[config.mk]
export PLATFORM = sky130hd
export DESIGN_NAME = rc6_ctrl
export DESIGN_NICKNAME = d
export VERILOG_FILES = /design/src/rtl/rc6_pkg.sv /design/src/rtl/rc6_ctrl.sv
export SDC_FILE = /design/constraint.sdc
export NUM_CORES = 1
export LEC_CHECK = 0
export ABC_AREA = 1
export BUFFER_PORTS_ARGS = -buffer_cell sky130_fd_sc_hd__buf_2
export CELL_PAD_IN_SITES_DETAIL_PLACEMENT = 1
export CELL_PAD_IN_SITES_GLOBAL_PLACEMENT = 2
export CORE_MARGIN = 2
export CORE_UTILIZATION = 27
export CTS_CLUSTER_DIAMETER = 200
export CTS_CLUSTER_SIZE = 16
export DETAILED_ROUTE_END_ITERATION = 6
export PLACE_DENSITY_LB_ADDON = 0.1
export SKIP_CTS_REPAIR_TIMING = 1
export SYNTH_ARGS = -nofsm -noshare
export SYNTH_HDL_FRONTEND = slang
export SYNTH_SLANG_ARGS = --single-unit
[constraint.sdc]
create_clock -name aclk -period 1.5 [get_ports aclk]
set_input_delay 0.225 -clock aclk [delete_from_list [all_inputs] [get_ports aclk]]
set_output_delay 0.225 -clock aclk [all_outputs]
set_load 0.02 [all_outputs]
[src/rtl/rc6_pkg.sv]
// rc6_pkg: shared constants, controller states and the command/status
// structs that join the rc6 controller and datapath
// no dependencies
package rc6_pkg;

    localparam int DEF_ROUND_COUNT = 20;
    localparam int DEF_KEY_BYTES   = 32;

    localparam int WORD_W      = 32;
    localparam int KEY_REG_W   = 64;
    localparam int KEY_REG_NUM = 4;
    localparam int CFG_INDEX_W = 2;

    localparam logic [WORD_W-1:0] MAGIC_P = 32'hB7E15163;
    localparam logic [WORD_W-1:0] MAGIC_Q = 32'h9E3779B9;

    typedef enum logic [2:0] {
        ST_KS_INIT,
        ST_KS_STEP,
        ST_IDLE,
        ST_BLK_RD,
        ST_WHITEN,
        ST_ROUND,
        ST_FINAL
    } state_t;

    typedef struct packed {
        logic ks_init;
        logic ks_step;
        logic ks_first;
        logic blk_load;
        logic rd_adv;
        logic whiten_in;
        logic round;
        logic out_load;
    } cmd_t;

    typedef struct packed {
        logic key_wr;
        logic out_free;
    } status_t;

endpackage

[src/rtl/rc6_ctrl.sv]
// rc6_ctrl: controller fsm sequencing key expansion and block rounds
// depends on rc6_pkg
module rc6_ctrl #(
    parameter int ROUND_COUNT = rc6_pkg::DEF_ROUND_COUNT,
    parameter int KEY_BYTES   = rc6_pkg::DEF_KEY_BYTES
) (
    input  logic              aclk,
    input  logic              aresetn,
    input  logic              s_valid,
    output logic              s_ready,
    input  rc6_pkg::status_t  status,
    output rc6_pkg::cmd_t     cmd
);

    localparam int RK     = 2 * ROUND_COUNT + 4;
    localparam int KW     = (KEY_BYTES + 3) / 4;
    localparam int STEPS  = 3 * ((RK > KW) ? RK : KW);
    localparam int STEP_W = $clog2(STEPS);
    localparam int RND_W  = $clog2(ROUND_COUNT + 1);

    rc6_pkg::state_t   state_reg, state_next;
    logic [STEP_W-1:0] step_cnt_reg, step_cnt_next;
    logic [RND_W-1:0]  rnd_cnt_reg, rnd_cnt_next;
    logic              last_round;

    assign last_round = (rnd_cnt_reg == RND_W'(ROUND_COUNT - 1));

    always_ff @(posedge aclk) begin
        if (!aresetn) begin
            state_reg    <= rc6_pkg::ST_KS_INIT;
            step_cnt_reg <= '0;
            rnd_cnt_reg  <= '0;
        end else begin
            state_reg    <= state_next;
            step_cnt_reg <= step_cnt_next;
            rnd_cnt_reg  <= rnd_cnt_next;
        end
    end

    // next state and counters
    always_comb begin
        state_next    = state_reg;
        step_cnt_next = step_cnt_reg;
        rnd_cnt_next  = rnd_cnt_reg;
        case (state_reg)
            rc6_pkg::ST_KS_INIT: begin
                step_cnt_next = '0;
                state_next    = rc6_pkg::ST_KS_STEP;
            end
            rc6_pkg::ST_KS_STEP: begin
                step_cnt_next = step_cnt_reg + 1'b1;
                if (step_cnt_reg == STEP_W'(STEPS - 1)) begin
                    state_next = rc6_pkg::ST_IDLE;
                end
            end
            rc6_pkg::ST_IDLE: begin
                if (s_valid) begin
                    state_next = rc6_pkg::ST_BLK_RD;
                end
            end
            rc6_pkg::ST_BLK_RD: begin
                rnd_cnt_next = '0;
                state_next   = rc6_pkg::ST_WHITEN;
            end
            rc6_pkg::ST_WHITEN: begin
                state_next = rc6_pkg::ST_ROUND;
            end
            rc6_pkg::ST_ROUND: begin
                rnd_cnt_next = rnd_cnt_reg + 1'b1;
                if (last_round) begin
                    state_next = rc6_pkg::ST_FINAL;
                end
            end
            rc6_pkg::ST_FINAL: begin
                if (status.out_free) begin
                    state_next = rc6_pkg::ST_IDLE;
                end
            end
            default: begin
                state_next = rc6_pkg::ST_KS_INIT;
            end
        endcase
        // a key write always restarts the expansion
        if (status.key_wr) begin
            state_next = rc6_pkg::ST_KS_INIT;
        end
    end

    // outputs
    always_comb begin
        cmd     = '0;
        s_ready = 1'b0;
        case (state_reg)
            rc6_pkg::ST_KS_INIT: begin
                cmd.ks_init = 1'b1;
            end
            rc6_pkg::ST_KS_STEP: begin
                cmd.ks_step  = 1'b1;
                cmd.ks_first = (step_cnt_reg < STEP_W'(RK));
            end
            rc6_pkg::ST_IDLE: begin
                s_ready      = !status.key_wr;
                cmd.blk_load = s_valid && !status.key_wr;
            end
            rc6_pkg::ST_BLK_RD: begin
                cmd.rd_adv = 1'b1;
            end
            rc6_pkg::ST_WHITEN: begin
                cmd.whiten_in = 1'b1;
                cmd.rd_adv    = 1'b1;
            end
            rc6_pkg::ST_ROUND: begin
                cmd.round  = 1'b1;
                cmd.rd_adv = !last_round;
            end
            rc6_pkg::ST_FINAL: begin
                cmd.out_load = status.out_free;
            end
            default: begin
                cmd = '0;
            end
        endcase
    end

    a_ready_only_idle: assert property (@(posedge aclk) disable iff (!aresetn)
        s_ready |-> (state_reg == rc6_pkg::ST_IDLE))
        else $error("input ready outside idle");

    a_accept_starts_block: assert property (@(posedge aclk) disable iff (!aresetn)
        (s_valid && s_ready) |=> (state_reg == rc6_pkg::ST_BLK_RD))
        else $error("accepted beat did not start a block");

    a_key_write_restarts: assert property (@(posedge aclk) disable iff (!aresetn)
        status.key_wr |=> (state_reg == rc6_pkg::ST_KS_INIT))
        else $error("key write did not restart expansion");

    a_step_bound: assert property (@(posedge aclk) disable iff (!aresetn)
        (state_reg == rc6_pkg::ST_KS_STEP) |-> (step_cnt_reg <= STEP_W'(STEPS - 1)))
        else $error("schedule step counter out of range");

    a_round_bound: assert property (@(posedge aclk) disable iff (!aresetn)
        (state_reg == rc6_pkg::ST_ROUND) |-> (rnd_cnt_reg <= RND_W'(ROUND_COUNT - 1)))
        else $error("round counter out of range");

endmodule

[After elaboration in Yosys (flattened, before gate mapping)]
Cells that the tools add are included.
Cells by class
  $mul: 0
  muxes and demuxes: 15
  shift-type cells: 0
  divide/modulo/power cells: 0
  $add $sub $neg: 2
  bitwise gates (word level): 1
  reduce and logical (&&, ||, !) cells: 9
  equal/unequal tests: 12
  order comparisons: 1
Operators with widths (count)
  one-hot mux 3 bit (7 select lines): 1
  one-hot mux 8 bit (2 select lines): 1
  2-to-1 mux 3 bit: 4
  one-hot mux 5 bit (2 select lines): 1
  == test 3 bit (second input constant): 3
  adder 8 x 1 -> 8 bit (second input constant): 1
  == test 8 bit (second input constant): 1
  less-than comparator 8 x 6 -> 1 bit (second input constant): 1
  != test 2 bit (second input constant): 4
  == test 3 x 2 -> 1 bit (second input constant): 2
  2-to-1 mux 1 bit: 6
  adder 5 x 1 -> 5 bit (second input constant): 1
  == test 5 bit (second input constant): 1
  AND reduction 4 bit: 1
  nonzero test 2 bit: 2
  OR reduction 2 bit: 2
  == test 3 x 1 -> 1 bit (second input constant): 1
  logical NOT 3 bit: 1
  logical NOT 1 bit: 2
  2-to-1 mux 2 bit: 1
  one-hot mux 1 bit (2 select lines): 1
  logical AND 1 bit: 1
  inverter 1 bit: 1
Storage, ports and cells
  RAM bits: 0
  bits in latches: 0
  output and inout bits: 9
  ROM bits: 0
  input port bits: 5
  memories kept: 0
  bits in registers: 16
  word-level logic and storage cells: 43

[Longest topological paths before layout]
Gate-level depths: netlist (run 1).
  depth after elaboration: 3
  mapped depth: 8
  mapped depth without buffers: 8

[Least setup slack after synthesis (run 1)]
OpenSTA, ideal clock, no wires.
  kind: register to output
  start point: register state_reg[2]
  end point: output cmd[3] (netlist name)
  path slack: -0.079 ns
  required time: 1.275 ns
  stages on the path, launching flop included: 4
  arrival: 1.354 ns
  path buffers: 0
  path through: dfxtp_1 inv_2 nor3_1 nand3b_1
RTL lines
  start: declaration: RTL line rc6_ctrl.sv:21  | rc6_pkg::state_t state_reg, state_next;
  start signal: assignment: RTL line rc6_ctrl.sv:30  | state_reg <= rc6_pkg::ST_KS_INIT;
  start signal: assignment: RTL line rc6_ctrl.sv:34  | state_reg <= state_next;
  end: declaration: RTL line rc6_ctrl.sv:12  | output rc6_pkg::cmd_t cmd

==> results.ini, run 1 <==
[run_status]
status = finished, violations left
failed_checks = setup timing

[cells_and_area]
area_growth_pct = 39.9
antenna_cells = 0
final_layout_size_suffix_gt1_share_pct = 35.1
largest_reg_flops = 8
fill_cells = 444
final_area_um2 = 1320
nets = 179

[yosys]
synth_cell_types = 25
synthTopCellsByArea = dfxtp_1 (34%), nand2_1 (14%), inv_1 (7.2%), a21oi_1 (6.4%), nand3_1 (5.8%)
ys_ff_latch = 16
post_synth_instance_area_um2 = 943
synth_top_area_share_pct = 34.0
yosysSeqAreaShare_pct = 34.0
yosys_warnings = 0
avgSynthCellArea_um2 = 6.55
syn_nets = 151
synth_top_area_cell = dfxtp_1
syn-instance-count = 144

[pwr]
power_per_cell_area_nw_per_um2 = 649
p_leak_nw = 0.538
ir_drop_uv = 194

[floorplan]
fp.dieArea_um2 = 3980
die_x_um = 63.1
core_region_area_um2 = 3340
num_io_pins = 14
die_h_um = 63.1
start_util_pct = 28.3
num_rows = 21

[timing]
rsz0062_at_grt = true
drv_slew = 0
worst_slew_pin_slew_ns = 0.331
setup_slack_ns = -0.0905
hold_viol = 0
fmax_ghz = 0.629
setup_viol = 5
fin_setup_tns_ns = -0.113
period_minus_slack_ns = 1.59
max-slew-margin-rel_pct = 77.9
skew_ns = 0.00361
period_share_pct = 106

[global_route]
antenna_found_initial = 0
grt_pass1_vias = 1025
grt_pass1_wl_mm = 4.51
grt_overflow_total = 0
grt_usage_pct = 14.4
grt_max_degree = 10

[setup_path]
worstSetupPathType = reg2out
slowest_stage = dfxtp_4
crit_chain = buf_6 -> nor2_4 -> nand2_2 -> nor3_2 -> buf_4
rr_worst_depth = 8
arrival_ns = 1.37
crit_path_start_kind = register
critPathRequiredTime_ns = 1.27
worstSetupEndpointType = output pin
crit_buf_inv = 2
critPathMaxStageDelay_ns = 0.39
critPathTopFamily = flip-flops
crit_fanout = 5
path_depth = 5

[clocking]
cts_tree = yes
clk_latency_ns = 0.29
cts-buffers-inserted = 3
htreeDepth = 1
clockRootBuffer = clkbuf_4
clk_pin_slew_ns = 0.10
cts.sinks = 16
clock_path_buffers = 2

[routing]
wirelength_mm = 2.80
drt_iter0_drc = 38
avgViaCountPerCell = 4.65
drt-pass1-iter-count = 4
drc = 0
vias = 1009
wl_per_cell_um = 12.9
drtAntennaViolNets = 0

[worst_hold_path]
hold_class = in2reg
hold_depth = 3

[placement]
post_dp_cell_area_um2 = 1100
routabilityCongestion = 0.745
hpwl_mm = 2.02
io_buffers = 13

[job]
cap_violations = 0

## power by group
| part | switching, W | total (W) | internal (W) |
|---|---|---|---|
| registers | 0.00000919 | 0.000437 | 0.000427 |
| logic | 0.0000782 | 0.000126 | 0.0000480 |
| clock network | 0.000147 | 0.000294 | 0.000148 |
| total | 0.000234 | 0.000857 | 0.000623 |
## synthesized netlist by cell type
| cell type | n |
|---|---|
| a211oi_1 | 1 |
| a21oi_1 | 12 |
| a21oi_2 | 1 |
| a31oi_1 | 2 |
| dfxtp_1 | 16 |
| ha_1 | 2 |
| inv_1 | 18 |
| inv_2 | 6 |
| nand2_1 | 36 |
| nand2_2 | 2 |
| nand2_4 | 1 |
| nand3_1 | 11 |
| nand3_2 | 1 |
| nand3b_1 | 1 |
| nand4_1 | 4 |
| nor2_1 | 12 |
| nor2_2 | 2 |
| nor2_4 | 1 |
| nor3_1 | 3 |
| nor4_2 | 1 |
| o21ai_0 | 7 |
| o21ai_2 | 1 |
| o21bai_1 | 1 |
| or2_1 | 1 |
| xnor2_1 | 1 |
## through the flow
step	utilization [%]	hold slack, ns	setup WS, ns	std cells	total power [W]
6_report	39.6	0.235	-0.0905	217	0.000857
5_1_grt	39.6	0.226	-0.159	217	0.000919
4_1_cts	34.1	0.201	-0.201	210	0.000853
3_5_place_dp	33.0	0.467	0.161	206	0.000548
3_3_place_gp	33.0	0.459	0.194	206	0.000547
2_1_floorplan	-	0.348	0.0389	144	0.000509
## placed cells by master, fill, tap and decap left out, drive strengths merged
cell,synthesis,layout
a211oi,1,1
a21oi,13,13
a31oi,2,2
buf,0,23
clkbuf,0,4
dfxtp,16,16
ha,2,2
inv,24,24
nand2,39,39
nand3,12,12
nand3b,1,1
nand4,4,4
nor2,15,15
nor3,3,3
nor4,1,1
o21ai,8,8
o21bai,1,1
or2,1,1
xnor2,1,1
## metal layers
metal,up-vias,part of all wire (%),wire length [um],track usage (%)
li1,523,-,-,-
met1,478,45,1250,16.7
met2,6,53,1480,26.1
met3,2,2.0,55,2.14
met4,0,0.71,20,5.83
met5,-,0,0,0
## logic make-up (layout without fill, tap and decap cells)
kind of cell             count (synthesis)  after routing  share of synthesized area, %
AO/OA/AOI/OAI                           25             25                          14.9
buffers and inverters                   24             51                          9.55
flip-flops                              16             16                          34.0
adder cells (fa/ha/maj)                  2              2                          2.65
AND/OR/NAND/NOR                         76             76                          38.1
XOR/XNOR                                 1              1                         0.929
## cell type report
cell class                      instances  area, um^2  area share, %
Tap cell                               46        57.6           4.36
Inverter                               24         103           7.77
Multi-Input combinational cell        104         612           46.4
Sequential cell                        16         335           25.4
Timing Repair Buffer                   23         176           13.4
Clock buffer                            4        36.3           2.75
## final timing paths
| check | end | from | slack (ns) |
|---|---|---|---|
| worst min-delay path | step_cnt_reg[6] | aresetn | 0.24 |
| worst max-delay path | cmd[4] | state_reg[0] | -0.09 |
| worst min register to register | rnd_cnt_reg[1] | rnd_cnt_reg[1] | 0.48 |
| worst max register to register | state_reg[0] | step_cnt_reg[1] | 0.23 |
## tightest hold or removal path, cell delays in order
cell     delay, ns
buf_2         0.15
nand2_1       0.08
a31oi_1       0.03
No activity file was read; power rests on OpenSTA's default activity.
==> inputs of run 2 (changes only) <==
--- a/config.mk
+++ b/config.mk
@@ -5,12 +5,12 @@
 export SDC_FILE = /design/constraint.sdc
 export NUM_CORES = 1
 export LEC_CHECK = 0
-export ABC_AREA = 1
 export BUFFER_PORTS_ARGS = -buffer_cell sky130_fd_sc_hd__buf_2
 export CELL_PAD_IN_SITES_DETAIL_PLACEMENT = 1
 export CELL_PAD_IN_SITES_GLOBAL_PLACEMENT = 2
 export CORE_MARGIN = 2
 export CORE_UTILIZATION = 27
+export CTS_BUF_LIST = sky130_fd_sc_hd__clkbuf_4 sky130_fd_sc_hd__clkbuf_8
 export CTS_CLUSTER_DIAMETER = 200
 export CTS_CLUSTER_SIZE = 16
 export DETAILED_ROUTE_END_ITERATION = 6
==> run 2 against run 1 <==
Effect of this change:
- critical endpoint is now cmd[5]
- largest cell class unchanged
- clock skew up 0.00099 ns
- sequential cell count is the same
- critical path type unchanged
- highest routed layer unchanged
- the run still ends with setup timing left
- fmax shrank 3.6%
==> results.ini, run 2 <==
[setup_path]
crit_path_start_kind = register
crit_fanout = 3  ; -2
rr_worst_depth = 4  ; -4
worstSetupPathType = reg2out
worstSetupEndpointType = output pin
critPathRequiredTime_ns = 1.27  ; about the same
arrival_ns = 1.43  ; +0.06 ns

[yosys]
synthArstFlopShare_pct = 0  ; unchanged
yosys_warnings = 0  ; unchanged
synth_ff_type = dfxtp_1
avgSynthCellArea_um2 = 8.26  ; +26%
synth_top_area_cell = dfxtp_1
synth_edf_count = 0  ; unchanged
syn-instance-count = 107  ; -26%
synth_most_common_cell = dfxtp_1
ys_ff_latch = 16  ; unchanged
yosysSeqAreaShare_pct = 36.3  ; +2.3 points
synth_top_area_share_pct = 36.3  ; +2.3 points
syn_nets = 114  ; -25%
post_synth_instance_area_um2 = 883  ; -6.4%
synth_common_cells = dfxtp_1 (16), nand2_1 (10), a21oi_1 (9)
synth_cell_types = 34  ; +36%
synthTopCellsByArea = dfxtp_1 (36%), a21oi_1 (5.1%), nand2_1 (4.2%), nand2b_1 (4.2%), nand3b_1 (4.2%)

[cells_and_area]
register_area_um2 = 328  ; -2.2%
final_area_um2 = 1260  ; -4.6%
final_common_cell = buf_4
antenna_cells = 0  ; unchanged
multi_input_area_um2 = 602  ; -1.6%
layout_common_cells = buf_4 (21), nand2_1 (10), dfxtp_1 (10)
area_growth_pct = 42.5
nets = 144  ; -20%
final_layout_size_suffix_gt1_share_pct = 38.2  ; +3.1 points
utilization_pct = 40.9  ; +1.3 points
largest_reg_flops = 8  ; unchanged
fill_cells = 367  ; -17%

[clocking]
cts.sinks = 16  ; unchanged
clk_pin_slew_ns = 0.10  ; about the same
clock_path_buffers = 2  ; unchanged
htreeDepth = 1  ; unchanged
clk_latency_ns = 0.30  ; about the same
cts-buffers-inserted = 3  ; unchanged
clockRootBuffer = clkbuf_4
cts_tree = yes

[routing]
drtAntennaViolNets = 0  ; unchanged
wirelength_mm = 2.57  ; -8.4%
drc = 0  ; unchanged
avgViaCountPerCell = 5.14  ; +11%
wl_per_cell_um = 14.3  ; +10%
drt_iter0_drc = 14  ; -63%
vias = 926  ; -8.2%
drt-pass1-iter-count = 4  ; unchanged

[placement]
routabilityCongestion = 0.820  ; +10%
hpwl_mm = 1.84  ; -8.7%
post_dp_cell_area_um2 = 1100  ; +0.11%
io_buffers = 13  ; unchanged
pre_cts_slack_ns = -0.0354  ; -0.197 ns

[timing]
period_share_pct = 110  ; +4.0 points
rsz0062_at_grt = true
period_minus_slack_ns = 1.65  ; +0.0597 ns
drv_slew = 0  ; unchanged
timing.hold.ws_ns = 0.234  ; -0.00123 ns
worst_slew_pin_slew_ns = 0.404  ; +0.0733 ns
max-slew-margin-rel_pct = 72.8  ; -5.1 points
setup_slack_ns = -0.150  ; -0.0597 ns
skew_ns = 0.00459  ; +0.000986 ns
setup_viol = 10  ; +5
fmax_ghz = 0.606  ; -3.6%
hold_viol = 0  ; unchanged

[floorplan]
die_h_um = 61.2  ; -3.0%
start_util_pct = 28.7  ; +0.43 points
die_x_um = 61.2  ; -3.0%
num_io_pins = 14  ; unchanged
core_region_area_um2 = 3080  ; -7.8%
num_rows = 20  ; -4.8%
fp.dieArea_um2 = 3750  ; -6.0%

[global_route]
grt_overflow_total = 0  ; unchanged
grt_max_degree = 17  ; +7
grt_usage_pct = 14.8  ; +0.46 points
antenna_found_initial = 0  ; unchanged
grt_pass1_wl_mm = 4.06  ; -9.9%
grt_pass1_vias = 857  ; -16%

[run_status]
status = finished, violations left
failed_checks = setup timing

[worst_hold_path]
hold_class = in2reg
hold_depth = 3  ; unchanged

[pwr]
total_power_w = 0.000802  ; -6.4%
power_per_cell_area_nw_per_um2 = 637  ; -1.9%
ir_drop_uv = 347  ; +79%
p_leak_nw = 0.497  ; -7.7%

[job]
cap_violations = 0  ; unchanged

==> run 2: changes by cell type after synthesis, sizes merged, moves of 3 or more <==
cell / delta
a21oi: -4
clkbuf: +6
inv: -20
mux2i: +3
nand2: -29
nand2b: +6
nand3: -5
nand3b: +4
nor2: -12
nor3: -3
o21ai: -4
or4: +4
==> run 2: cell families (layout without fill, tap and decap cells) <==
| kind of cell | Yosys count | in the layout | share of synthesized area [%] |
|---|---|---|---|
| adders and majority gates | 2 | 2 | 2.83 |
| muxes | 3 | 3 | 3.40 |
| AOI/OAI and AO/OA | 27 | 27 | 20.1 |
| and+or+nand+nor | 49 | 49 | 33.1 |
| DFF | 16 | 16 | 36.3 |
| buffers and inverters | 10 | 39 | 4.25 |
==> run 2: cell type report <==
type,instances,area share [%]
Multi-Input combinational cell,81,47.8
Inverter,4,1.39
Timing Repair Buffer,31,17.5
Sequential cell,16,26.0
Tap cell,44,4.37
Clock buffer,4,2.88
==> run 2: per-layer routing <==
| layer | vias to the layer above | part of all wire [%] | global-route usage (%) |
|---|---|---|---|
| met5 | - | 0 | 0 |
| li1 | 461 | - | - |
| met1 | 453 | 49 | 19.2 |
| met4 | 0 | 0.90 | 3.73 |
| met3 | 5 | 2.3 | 3.78 |
| met2 | 7 | 48 | 24.6 |
==> run 2: worst max-delay path, cell delays in order, from the launching register on <==
cell	delay, ns
dfxtp_2	0.33
or3b_4	0.42
a2111oi_4	0.19
buf_4	0.19
==> run 2: power by group <==
group | internal [W] | switching [W] | leakage [nW] | total, W
clock | 0.000148 | 0.000153 | 0.0210 | 0.000301
sequential | 0.000428 | 0.00000135 | 0.132 | 0.000429
combinational | 0.0000323 | 0.0000397 | 0.344 | 0.0000720
==> run 2: stage by stage <==
step,std cells,setup TNS [ns]
2_1_floorplan,107,-0.00335
3_3_place_gp,171,0
3_5_place_dp,171,-0.0476
4_1_cts,175,-1.24
5_1_grt,180,-1.65
6_report,180,-0.967
==> run 2: worst paths after layout <==
check                 startpoint               to  slack, ns
setup / recovery    state_reg[1]           cmd[5]      -0.15
hold / removal           aresetn  step_cnt_reg[3]       0.23
setup reg to reg    state_reg[1]  step_cnt_reg[6]      -0.12
hold reg to reg   rnd_cnt_reg[4]   rnd_cnt_reg[4]       0.51
